[src/rtl/clpf_pkg.sv]
package clpf_pkg;

	localparam int POS_W     = 32;
	localparam int INV_W     = 32;
	localparam int CPS_W     = 12;
	localparam int CNT_W     = 16;
	localparam int CONTACT_W = 16;
	localparam int BEAD_W    = 12;
	localparam int KIND_W    = 8;
	localparam int CMD_W     = 2;
	localparam int CELL_W    = 32;
	localparam int DIFF_W    = CELL_W + 1;
	localparam int CFG_IDX_W = 1;
	localparam int AXES      = 3;
	localparam int AXIS_W    = 2;

	// Remainder unit: four quotient digits are retired in each cycle.
	localparam int MOD_DIGITS = 4;
	localparam int MOD_STEPS  = (DIFF_W + MOD_DIGITS - 1) / MOD_DIGITS;
	localparam int MOD_W      = MOD_STEPS * MOD_DIGITS;
	localparam int STEP_W     = $clog2(MOD_STEPS);
	localparam logic [STEP_W-1:0] STEP_LAST = STEP_W'(MOD_STEPS - 1);

	localparam logic [AXIS_W-1:0] AXIS_LAST = AXIS_W'(AXES - 1);

	// A list holds at most this many entries.
	localparam logic [CNT_W-1:0] COUNT_LIMIT = 16'hFFFF;

	localparam logic [INV_W-1:0] INV_RESET = 32'h0001_0000;
	localparam logic [CPS_W-1:0] CPS_RESET = 12'd16;

	localparam logic [CFG_IDX_W-1:0] CFG_INV_CELL_SIZE  = 1'b0;
	localparam logic [CFG_IDX_W-1:0] CFG_CELLS_PER_SIDE = 1'b1;

	typedef enum logic [CMD_W-1:0] {
		CMD_START   = 2'd0,
		CMD_ATTRACT = 2'd1,
		CMD_REPULSE = 2'd2
	} cmd_t;

	typedef enum logic [2:0] {
		ST_IDLE,
		ST_MUL_FIRST,
		ST_MUL_SECOND,
		ST_DIFF,
		ST_MOD,
		ST_EMIT
	} state_t;

	typedef struct packed {
		logic             done;
		logic [CPS_W-1:0] rem;
	} mod_res_t;

endpackage

[src/rtl/clpf_cell_index.sv]
// Cell index of one coordinate: floor of the Q32.32 product, registered.
module clpf_cell_index import clpf_pkg::*; (
	input  logic                     clk,
	input  logic signed [POS_W-1:0]  pos,
	input  logic        [INV_W-1:0]  inv,
	output logic signed [CELL_W-1:0] cell_s1
);

	logic signed [POS_W+INV_W:0] product;

	// The arithmetic shift by the fraction width rounds towards minus infinity.
	assign product = pos * $signed({1'b0, inv});

	always_ff @(posedge clk) begin
		cell_s1 <= product[POS_W+INV_W-1:INV_W];
	end

endmodule

[src/rtl/clpf_mod_unit.sv]
// Iterative restoring remainder: dividend modulo divisor, four bits per cycle.
module clpf_mod_unit import clpf_pkg::*; (
	input  logic              clk,
	input  logic              arst_n,
	input  logic              start,
	input  logic [DIFF_W-1:0] dividend,
	input  logic [CPS_W-1:0]  divisor,
	output mod_res_t          res
);

	logic [MOD_W-1:0]  shift_q;
	logic [CPS_W-1:0]  rem_q;
	logic [CPS_W-1:0]  divisor_q;
	logic [STEP_W-1:0] step_q;
	logic              busy_q;
	logic              done_q;
	logic [MOD_W-1:0]  shift_nxt;
	logic [CPS_W-1:0]  rem_nxt;
	logic [CPS_W:0]    trial;

	always_comb begin
		rem_nxt   = rem_q;
		shift_nxt = shift_q;
		trial     = '0;
		for (int i = 0; i < MOD_DIGITS; i++) begin
			trial = {rem_nxt, shift_nxt[MOD_W-1]};
			if (trial >= {1'b0, divisor_q}) begin
				trial = trial - {1'b0, divisor_q};
			end
			rem_nxt   = trial[CPS_W-1:0];
			shift_nxt = {shift_nxt[MOD_W-2:0], 1'b0};
		end
	end

	always_ff @(posedge clk or negedge arst_n) begin
		if (!arst_n) begin
			busy_q <= 1'b0;
			done_q <= 1'b0;
			step_q <= '0;
		end else begin
			done_q <= 1'b0;
			if (start) begin
				busy_q <= 1'b1;
				step_q <= '0;
			end else if (busy_q) begin
				if (step_q == STEP_LAST) begin
					busy_q <= 1'b0;
					done_q <= 1'b1;
				end else begin
					step_q <= step_q + 1'b1;
				end
			end
		end
	end

	always_ff @(posedge clk) begin
		if (start) begin
			shift_q   <= {{(MOD_W - DIFF_W){1'b0}}, dividend};
			rem_q     <= '0;
			divisor_q <= divisor;
		end else if (busy_q) begin
			shift_q <= shift_nxt;
			rem_q   <= rem_nxt;
		end
	end

	assign res.done = done_q;
	assign res.rem  = rem_q;

endmodule

[src/rtl/cell_list_pair_filter_unit.sv]
// Periodic cell-list pair filter. Each request carries one candidate bead pair for the
// attractive or the repulsive list. For each axis the block multiplies both positions by
// the inverse cell size in one shared 32 x 33 bit multiplier, takes the floor of the
// products as cell indices, and reduces the magnitude of their difference modulo
// cells_per_side in one shared remainder unit that retires four bits per cycle. The pair
// is kept when on every axis the remainder is 0, 1 or cells_per_side - 1 (with
// cells_per_side zero, the unit is skipped and the raw difference must lie in -1..+1);
// a kept pair leaves with the next 1-based slot of its list, or slot 0 once that list
// is full. An axis passes through two multiply states, a difference state and then the
// remainder unit; a rejected pair stops after the first failing axis with no result,
// and a start or unused command leaves the block idle. in_stall is high in every state
// but idle. The result register is separate, so a new request may be accepted while a
// result still waits on out_stall. Configuration writes are always accepted and must
// only be made while the block is idle.
module cell_list_pair_filter_unit import clpf_pkg::*; (
	input  logic                     clk,
	input  logic                     arst_n,
	// Configuration write channel.
	input  logic                     cfg_valid,
	output logic                     cfg_ready,
	input  logic [CFG_IDX_W-1:0]     cfg_index,
	input  logic [INV_W-1:0]         cfg_data,
	// Request channel.
	input  logic                     in_valid,
	output logic                     in_stall,
	input  logic [CMD_W-1:0]         command,
	input  logic [CONTACT_W-1:0]     contact_index,
	input  logic [BEAD_W-1:0]        first_bead,
	input  logic [BEAD_W-1:0]        second_bead,
	input  logic [KIND_W-1:0]        first_kind,
	input  logic [KIND_W-1:0]        second_kind,
	input  logic signed [POS_W-1:0]  first_pos_x,
	input  logic signed [POS_W-1:0]  first_pos_y,
	input  logic signed [POS_W-1:0]  first_pos_z,
	input  logic signed [POS_W-1:0]  second_pos_x,
	input  logic signed [POS_W-1:0]  second_pos_y,
	input  logic signed [POS_W-1:0]  second_pos_z,
	// Result channel.
	output logic                     out_valid,
	input  logic                     out_stall,
	output logic                     list_kind,
	output logic [CNT_W-1:0]         list_slot,
	output logic [CONTACT_W-1:0]     source_contact,
	output logic [BEAD_W-1:0]        kept_first_bead,
	output logic [BEAD_W-1:0]        kept_second_bead,
	output logic [KIND_W-1:0]        kept_first_kind,
	output logic [KIND_W-1:0]        kept_second_kind
);

	state_t state_q, state_d;

	// Configuration registers.
	logic [INV_W-1:0] inv_q;
	logic [CPS_W-1:0] cps_q;

	// Captured request.
	logic                    repulse_q;
	logic [CONTACT_W-1:0]    contact_q;
	logic [BEAD_W-1:0]       first_bead_q, second_bead_q;
	logic [KIND_W-1:0]       first_kind_q, second_kind_q;
	logic signed [POS_W-1:0] first_pos_q  [AXES];
	logic signed [POS_W-1:0] second_pos_q [AXES];
	logic [AXIS_W-1:0]       axis_q;

	// List counters.
	logic [CNT_W-1:0] attract_cnt_q, repulse_cnt_q;

	// Result register.
	logic                 out_valid_q;
	logic                 list_kind_q;
	logic [CNT_W-1:0]     list_slot_q;
	logic [CONTACT_W-1:0] source_contact_q;
	logic [BEAD_W-1:0]    kept_first_bead_q, kept_second_bead_q;
	logic [KIND_W-1:0]    kept_first_kind_q, kept_second_kind_q;

	// Datapath.
	logic signed [POS_W-1:0]  mul_pos;
	logic signed [CELL_W-1:0] cell_s1;
	logic signed [CELL_W-1:0] cell_first_q;
	logic signed [DIFF_W-1:0] diff;
	logic [DIFF_W-1:0]        diff_mag;
	logic                     rem_near;
	mod_res_t                 mod_res;

	// Sequencer controls.
	logic clear_counts;
	logic load_item;
	logic sel_second;
	logic capture_first;
	logic mod_start;
	logic axis_pass;
	logic axis_next;
	logic emit;

	logic [CNT_W-1:0] cur_count;
	logic             count_room;
	logic [CNT_W-1:0] slot_next;

	assign cfg_ready = 1'b1;

	always_ff @(posedge clk or negedge arst_n) begin
		if (!arst_n) begin
			inv_q <= INV_RESET;
			cps_q <= CPS_RESET;
		end else if (cfg_valid) begin
			case (cfg_index)
				CFG_INV_CELL_SIZE: inv_q <= cfg_data;
				CFG_CELLS_PER_SIDE: cps_q <= cfg_data[CPS_W-1:0];
				default: ;
			endcase
		end
	end

	// The shared multiplier sees the first bead's coordinate, then the second's.
	assign mul_pos = sel_second ? second_pos_q[axis_q] : first_pos_q[axis_q];

	clpf_cell_index u_cell_index (
		.clk     (clk),
		.pos     (mul_pos),
		.inv     (inv_q),
		.cell_s1 (cell_s1)
	);

	// In the difference cycle cell_s1 holds the second bead's index.
	assign diff     = {cell_first_q[CELL_W-1], cell_first_q} - {cell_s1[CELL_W-1], cell_s1};
	assign diff_mag = diff[DIFF_W-1] ? DIFF_W'(-diff) : DIFF_W'(diff);

	clpf_mod_unit u_mod_unit (
		.clk      (clk),
		.arst_n   (arst_n),
		.start    (mod_start),
		.dividend (diff_mag),
		.divisor  (cps_q),
		.res      (mod_res)
	);

	// The wrapped difference of -d is the negative of that of d, so testing the remainder
	// of the magnitude for 0, 1 or n - 1 covers both signs.
	assign rem_near = (mod_res.rem == '0) || (mod_res.rem == CPS_W'(1)) ||
			(mod_res.rem == cps_q - 1'b1);

	always_ff @(posedge clk or negedge arst_n) begin
		if (!arst_n) begin
			state_q <= ST_IDLE;
		end else begin
			state_q <= state_d;
		end
	end

	always_comb begin
		state_d       = state_q;
		in_stall      = 1'b1;
		clear_counts  = 1'b0;
		load_item     = 1'b0;
		sel_second    = 1'b0;
		capture_first = 1'b0;
		mod_start     = 1'b0;
		axis_pass     = 1'b0;
		axis_next     = 1'b0;
		emit          = 1'b0;
		case (state_q)
			ST_IDLE: begin
				in_stall = 1'b0;
				if (in_valid) begin
					case (command)
						CMD_START: clear_counts = 1'b1;
						CMD_ATTRACT, CMD_REPULSE: begin
							load_item = 1'b1;
							state_d   = ST_MUL_FIRST;
						end
						default: ;
					endcase
				end
			end
			ST_MUL_FIRST: begin
				state_d = ST_MUL_SECOND;
			end
			ST_MUL_SECOND: begin
				sel_second    = 1'b1;
				capture_first = 1'b1;
				state_d       = ST_DIFF;
			end
			ST_DIFF: begin
				if (cps_q == '0) begin
					// Without a periodic box the raw difference must lie in -1..+1.
					if (diff_mag <= DIFF_W'(1)) begin
						axis_pass = 1'b1;
					end else begin
						state_d = ST_IDLE;
					end
				end else begin
					mod_start = 1'b1;
					state_d   = ST_MOD;
				end
			end
			ST_MOD: begin
				if (mod_res.done) begin
					if (rem_near) begin
						axis_pass = 1'b1;
					end else begin
						state_d = ST_IDLE;
					end
				end
			end
			ST_EMIT: begin
				if (!out_valid_q || !out_stall) begin
					emit    = 1'b1;
					state_d = ST_IDLE;
				end
			end
			default: state_d = ST_IDLE;
		endcase
		if (axis_pass) begin
			if (axis_q == AXIS_LAST) begin
				state_d = ST_EMIT;
			end else begin
				axis_next = 1'b1;
				state_d   = ST_MUL_FIRST;
			end
		end
	end

	always_ff @(posedge clk or negedge arst_n) begin
		if (!arst_n) begin
			axis_q <= '0;
		end else if (load_item) begin
			axis_q <= '0;
		end else if (axis_next) begin
			axis_q <= axis_q + 1'b1;
		end
	end

	always_ff @(posedge clk) begin
		if (load_item) begin
			repulse_q       <= (command == CMD_REPULSE);
			contact_q       <= contact_index;
			first_bead_q    <= first_bead;
			second_bead_q   <= second_bead;
			first_kind_q    <= first_kind;
			second_kind_q   <= second_kind;
			first_pos_q[0]  <= first_pos_x;
			first_pos_q[1]  <= first_pos_y;
			first_pos_q[2]  <= first_pos_z;
			second_pos_q[0] <= second_pos_x;
			second_pos_q[1] <= second_pos_y;
			second_pos_q[2] <= second_pos_z;
		end
		if (capture_first) begin
			cell_first_q <= cell_s1;
		end
	end

	// A full list keeps its count and hands out slot 0.
	assign cur_count  = repulse_q ? repulse_cnt_q : attract_cnt_q;
	assign count_room = (cur_count < COUNT_LIMIT);
	assign slot_next  = count_room ? cur_count + 1'b1 : '0;

	always_ff @(posedge clk or negedge arst_n) begin
		if (!arst_n) begin
			attract_cnt_q <= '0;
			repulse_cnt_q <= '0;
		end else if (clear_counts) begin
			attract_cnt_q <= '0;
			repulse_cnt_q <= '0;
		end else if (emit && count_room) begin
			if (repulse_q) begin
				repulse_cnt_q <= slot_next;
			end else begin
				attract_cnt_q <= slot_next;
			end
		end
	end

	always_ff @(posedge clk or negedge arst_n) begin
		if (!arst_n) begin
			out_valid_q <= 1'b0;
		end else if (emit) begin
			out_valid_q <= 1'b1;
		end else if (!out_stall) begin
			out_valid_q <= 1'b0;
		end
	end

	always_ff @(posedge clk) begin
		if (emit) begin
			list_kind_q        <= repulse_q;
			list_slot_q        <= slot_next;
			source_contact_q   <= contact_q;
			kept_first_bead_q  <= first_bead_q;
			kept_second_bead_q <= second_bead_q;
			kept_first_kind_q  <= first_kind_q;
			kept_second_kind_q <= second_kind_q;
		end
	end

	assign out_valid        = out_valid_q;
	assign list_kind        = list_kind_q;
	assign list_slot        = list_slot_q;
	assign source_contact   = source_contact_q;
	assign kept_first_bead  = kept_first_bead_q;
	assign kept_second_bead = kept_second_bead_q;
	assign kept_first_kind  = kept_first_kind_q;
	assign kept_second_kind = kept_second_kind_q;

endmodule

[config.mk]
export PLATFORM = sky130hd
export DESIGN_NAME = cell_list_pair_filter_unit
export DESIGN_NICKNAME = d
export VERILOG_FILES = /design/src/rtl/clpf_pkg.sv /design/src/rtl/clpf_cell_index.sv /design/src/rtl/clpf_mod_unit.sv /design/src/rtl/cell_list_pair_filter_unit.sv
export SDC_FILE = /design/constraint.sdc
export NUM_CORES = 2
export LEC_CHECK = 0
export ABC_AREA = 1
export BUFFER_PORTS_ARGS = -buffer_cell sky130_fd_sc_hd__buf_2
export CORE_ASPECT_RATIO = 0.7
export CORE_MARGIN = 2
export CORE_UTILIZATION = 55
export DETAILED_ROUTE_END_ITERATION = 12
export GPL_ROUTABILITY_DRIVEN = 0
export PLACE_DENSITY = 0.73
export SLEW_MARGIN = 20
export SYNTH_ARGS = -nofsm -noshare
export SYNTH_HDL_FRONTEND = slang
export SYNTH_SLANG_ARGS = --single-unit
[constraint.sdc]
create_clock -name clk -period 52.1 [get_ports clk]
set_clock_uncertainty 0.05 [all_clocks]
set_input_delay 10.42 -clock clk [delete_from_list [all_inputs] [get_ports clk]]
set_output_delay 10.42 -clock clk [all_outputs]
set_load 0.02 [all_outputs]
==> impl_metrics.env <==
export IMPL_yosysWarnings=0
export IMPL_dp_hpwl_mm=135.8
export IMPL_cts_buffers=53
export IMPL_io_pin_count=364
export IMPL_place_ws_ns=39.05
export IMPL_fill_cells=8950
export IMPL_clock_latency_ns=0.65
export IMPL_seq_area_frac_synth=0.2614
export IMPL_crit_arrival_ns=12.69
export IMPL_drv_slew=0
export IMPL_synthCells=6491
export IMPL_first_pass_iters=7
export IMPL_layout_setup_ws_ns=39.61
export IMPL_tightestPinTransition_ns=1.241
export IMPL_start_util=0.5549
export IMPL_post_route_util=0.6036
export IMPL_post_cts_resize_count=0
export IMPL_status="completed"
export IMPL_grt_setup_unrepaired="no"
export IMPL_reg2reg_from="state_q[0]$_DFFE_PN0P_"
export IMPL_r2r_end="u_cell_index.cell_s1[26]$_DFF_P_"
export IMPL_required_ns=52.31
export IMPL_ys_seq_elements=534
export IMPL_area_delta_synth_final_pct=8.773
export IMPL_placed_cells=8111
export IMPL_final_nets=8316
export IMPL_hold_end="kept_second_bead[11]$_DFFE_PP_"
export IMPL_fmax_mhz=80.10
export IMPL_avgSynthCellArea_sq_um=8.916
export IMPL_grt_max_degree=187
export IMPL_avgRoutedWirePerCell_um=21.69
export IMPL_hold_viol=0
export IMPL_cts_num_sinks=534
export IMPL_syn_cell_area_sq_mm=0.05787
export IMPL_die_y_um=275.4
export IMPL_h_tree_depth=2
export IMPL_num_rows=99
export IMPL_syn_num_nets=8055
export IMPL_cts_tree="yes"
export IMPL_drt_wl_total_mm=178.4
export IMPL_via_count=46260
export IMPL_min_period_ns=12.49
export IMPL_max_cap_violations=0
export IMPL_maxSlewHeadroom=0.1710
export IMPL_setup_viol=0
export IMPL_drive_gt1_frac=0.09403
export IMPL_final_instance_count_excl_fill=8224
export IMPL_grt_overflow_total=0
export IMPL_clk_pin_slew_worst_paths_ns=0.06
export IMPL_ff2ff_setup_slack_ns=40.77
export IMPL_ctsRootBufferMaster="clkbuf_16"
export IMPL_whs_path_depth=0
export IMPL_clk_path_buf_depth=3
export IMPL_critPathMaxFanout=186
export IMPL_antenna_left=0
export IMPL_antenna_found_initial=16
export IMPL_drt_iter0_drc=4956
export IMPL_dieWidth_um=391.7
export IMPL_via_per_inst=5.625
export IMPL_drc=0
export IMPL_track_usage=0.3356
export IMPL_die_area_sq_mm=0.1079
export IMPL_endpoint_kind="flop"
export IMPL_hold_class="flop to flop"
export IMPL_post_cts_buffers=0
export IMPL_cts_hold_fix_buffers=0
export IMPL_port_buffers=362
export IMPL_worstRegToRegCells=29
export IMPL_synthArstFlopShare=0.1648
export IMPL_setup_worst_path_class="input port to flop"
export IMPL_final_setup_tns_ns=0
export IMPL_grt_first_pass_wirelength_mm=271.6
export IMPL_period_share=0.2396
export IMPL_core_sq_mm=0.1043
export IMPL_startpoint_type="input port"
export IMPL_synthFlopType="edfxtp_1"
export IMPL_min_from="second_bead_q[11]$_DFFE_PP_"
export IMPL_yosys_cell_types_count=72
export IMPL_first_global_vias=46620
export IMPL_synth_edff_count=399
how the worst max path moves through the flow:
stage | from | end | cells past startpoint | slack [ns]
3_3_place_gp | command[0] | first_pos_q[1][23]$_DFFE_PP_ | 7 | 39.03
4_1_cts | command[0] | second_pos_q[1][24]$_DFFE_PP_ | 7 | 39.72
6_report | command[0] | second_pos_q[1][11]$_DFFE_PP_ | 7 | 39.61
3_5_place_dp | command[0] | first_bead_q[4]$_DFFE_PP_ | 7 | 39.05
2_1_floorplan | command[0] | contact_q[0]$_DFFE_PP_ | 4 | 23.36
5_1_grt | command[1] | first_pos_q[0][13]$_DFFE_PP_ | 7 | 39.50
critical path, stage by stage:
cell    delay [ns]
buf_2         0.07
inv_1         0.04
ha_1          0.27
inv_1         0.05
nor3_2        0.16
buf_4         0.66
buf_12        0.66
flip-flops by register name (all words and copies together), names as in the netlist, 12 cells and up:
signal and count:
first_bead_q 12, u_mod_unit.rem_q 12, u_mod_unit.divisor_q 12, contact_q 16, source_contact 16, u_mod_unit.shift_q 36, kept_first_bead 12, cps_q 12
repulse_cnt_q 16, cell_first_q 32, second_pos_q 96, second_bead_q 12, kept_second_bead 12, u_cell_index.cell_s1 32, first_pos_q 96, inv_q 32
attract_cnt_q 16, list_slot 16
through the flow:
| stage | area (sq um) | hold WS (ns) |
|---|---|---|
| after global placement | 61150 | 0.3502 |
| after floorplan | 57870 | 0.3503 |
| after CTS | 62910 | 0.3176 |
| after global routing | 62930 | 0.3241 |
| final | 62950 | 0.3317 |
| after detailed placement | 61150 | 0.3545 |
layer usage:
layer  up-vias  GRT usage  wire, um
li1      20420          -         -
met1     22470     0.4562     70150
met2      2838     0.4879     74170
met3       516     0.1451     27220
met4        18    0.09868      6540
met5         -    0.01645       315
cell usage after synthesis, drive strengths merged (2+ instances only):
cell type  number  share of area
fa            901           0.31
o211ai         70         0.0091
buf            39         0.0041
dfrtp          86          0.037
clkbuf        205          0.013
nand3         220          0.020
a221oi          3        0.00045
nor4           12         0.0014
dfxtp          47          0.016
xor2           71          0.011
nor3b           2        0.00035
a31oi          18         0.0019
and2            2        0.00022
nand2        1473          0.097
dfstp           2        0.00091
nand3b         16         0.0021
o221ai          3        0.00045
nor3           36         0.0034
a21oi         202          0.018
nor2          734          0.049
xnor2          34         0.0051
and3            2        0.00022
a21o            7        0.00091
or2             6        0.00069
o21ai         186          0.016
o31ai           2        0.00026
ha            375          0.081
nand4          24         0.0027
o21a           12         0.0016
a21boi          4        0.00052
a211oi          4        0.00052
o21bai          9         0.0012
clkinv         21         0.0014
edfxtp        399           0.21
inv          1249          0.081
cell usage in the layout, fill, tap and decap left out, drive strengths merged, types with 34 or more instances in the layout:
| cell | instances |
|---|---|
| buf | 450 |
| nor3 | 36 |
| clkinv | 43 |
| dfxtp | 47 |
| clkbuf | 62 |
| edfxtp | 399 |
| nand3 | 220 |
| xnor2 | 34 |
| xor2 | 71 |
| fa | 901 |
| ha | 375 |
| nor2 | 734 |
| nand2 | 1473 |
| o211ai | 70 |
| o21ai | 186 |
| a21oi | 202 |
| inv | 1253 |
| dfrtp | 86 |
layout make-up:
| type | count | area, sq um | area share |
|---|---|---|---|
| inverter | 1270 | 4770 | 0.07577 |
| antenna | 14 | 35.03 | 0.0005565 |
| tap | 1414 | 1769 | 0.02811 |
| multi-input combinational | 4443 | 37000 | 0.5878 |
| clock inverter | 37 | 379.1 | 0.006023 |
| clock buffer | 62 | 1380 | 0.02192 |
| timing repair buffer | 450 | 2487 | 0.03951 |
| sequential | 534 | 15130 | 0.2403 |
logic make-up (layout without fill, tap and decap cells):
group	count (synthesis)	count (layout)	share of synthesized area
AO/OA/AOI/OAI	528	528	0.05219
buffers and inverters	1514	1819	0.09978
other	1	15	0.00006480
multiplexers	1	1	0.0001730
adder cells (fa/ha/maj)	1276	1276	0.3928
flip-flops	534	534	0.2614
AND/OR/NAND/NOR	2532	2532	0.1776
XOR/XNOR	105	105	0.01602
Power is not shown: default switching activity piles up to over one toggle a cycle in this logic, so the estimate is an artifact.
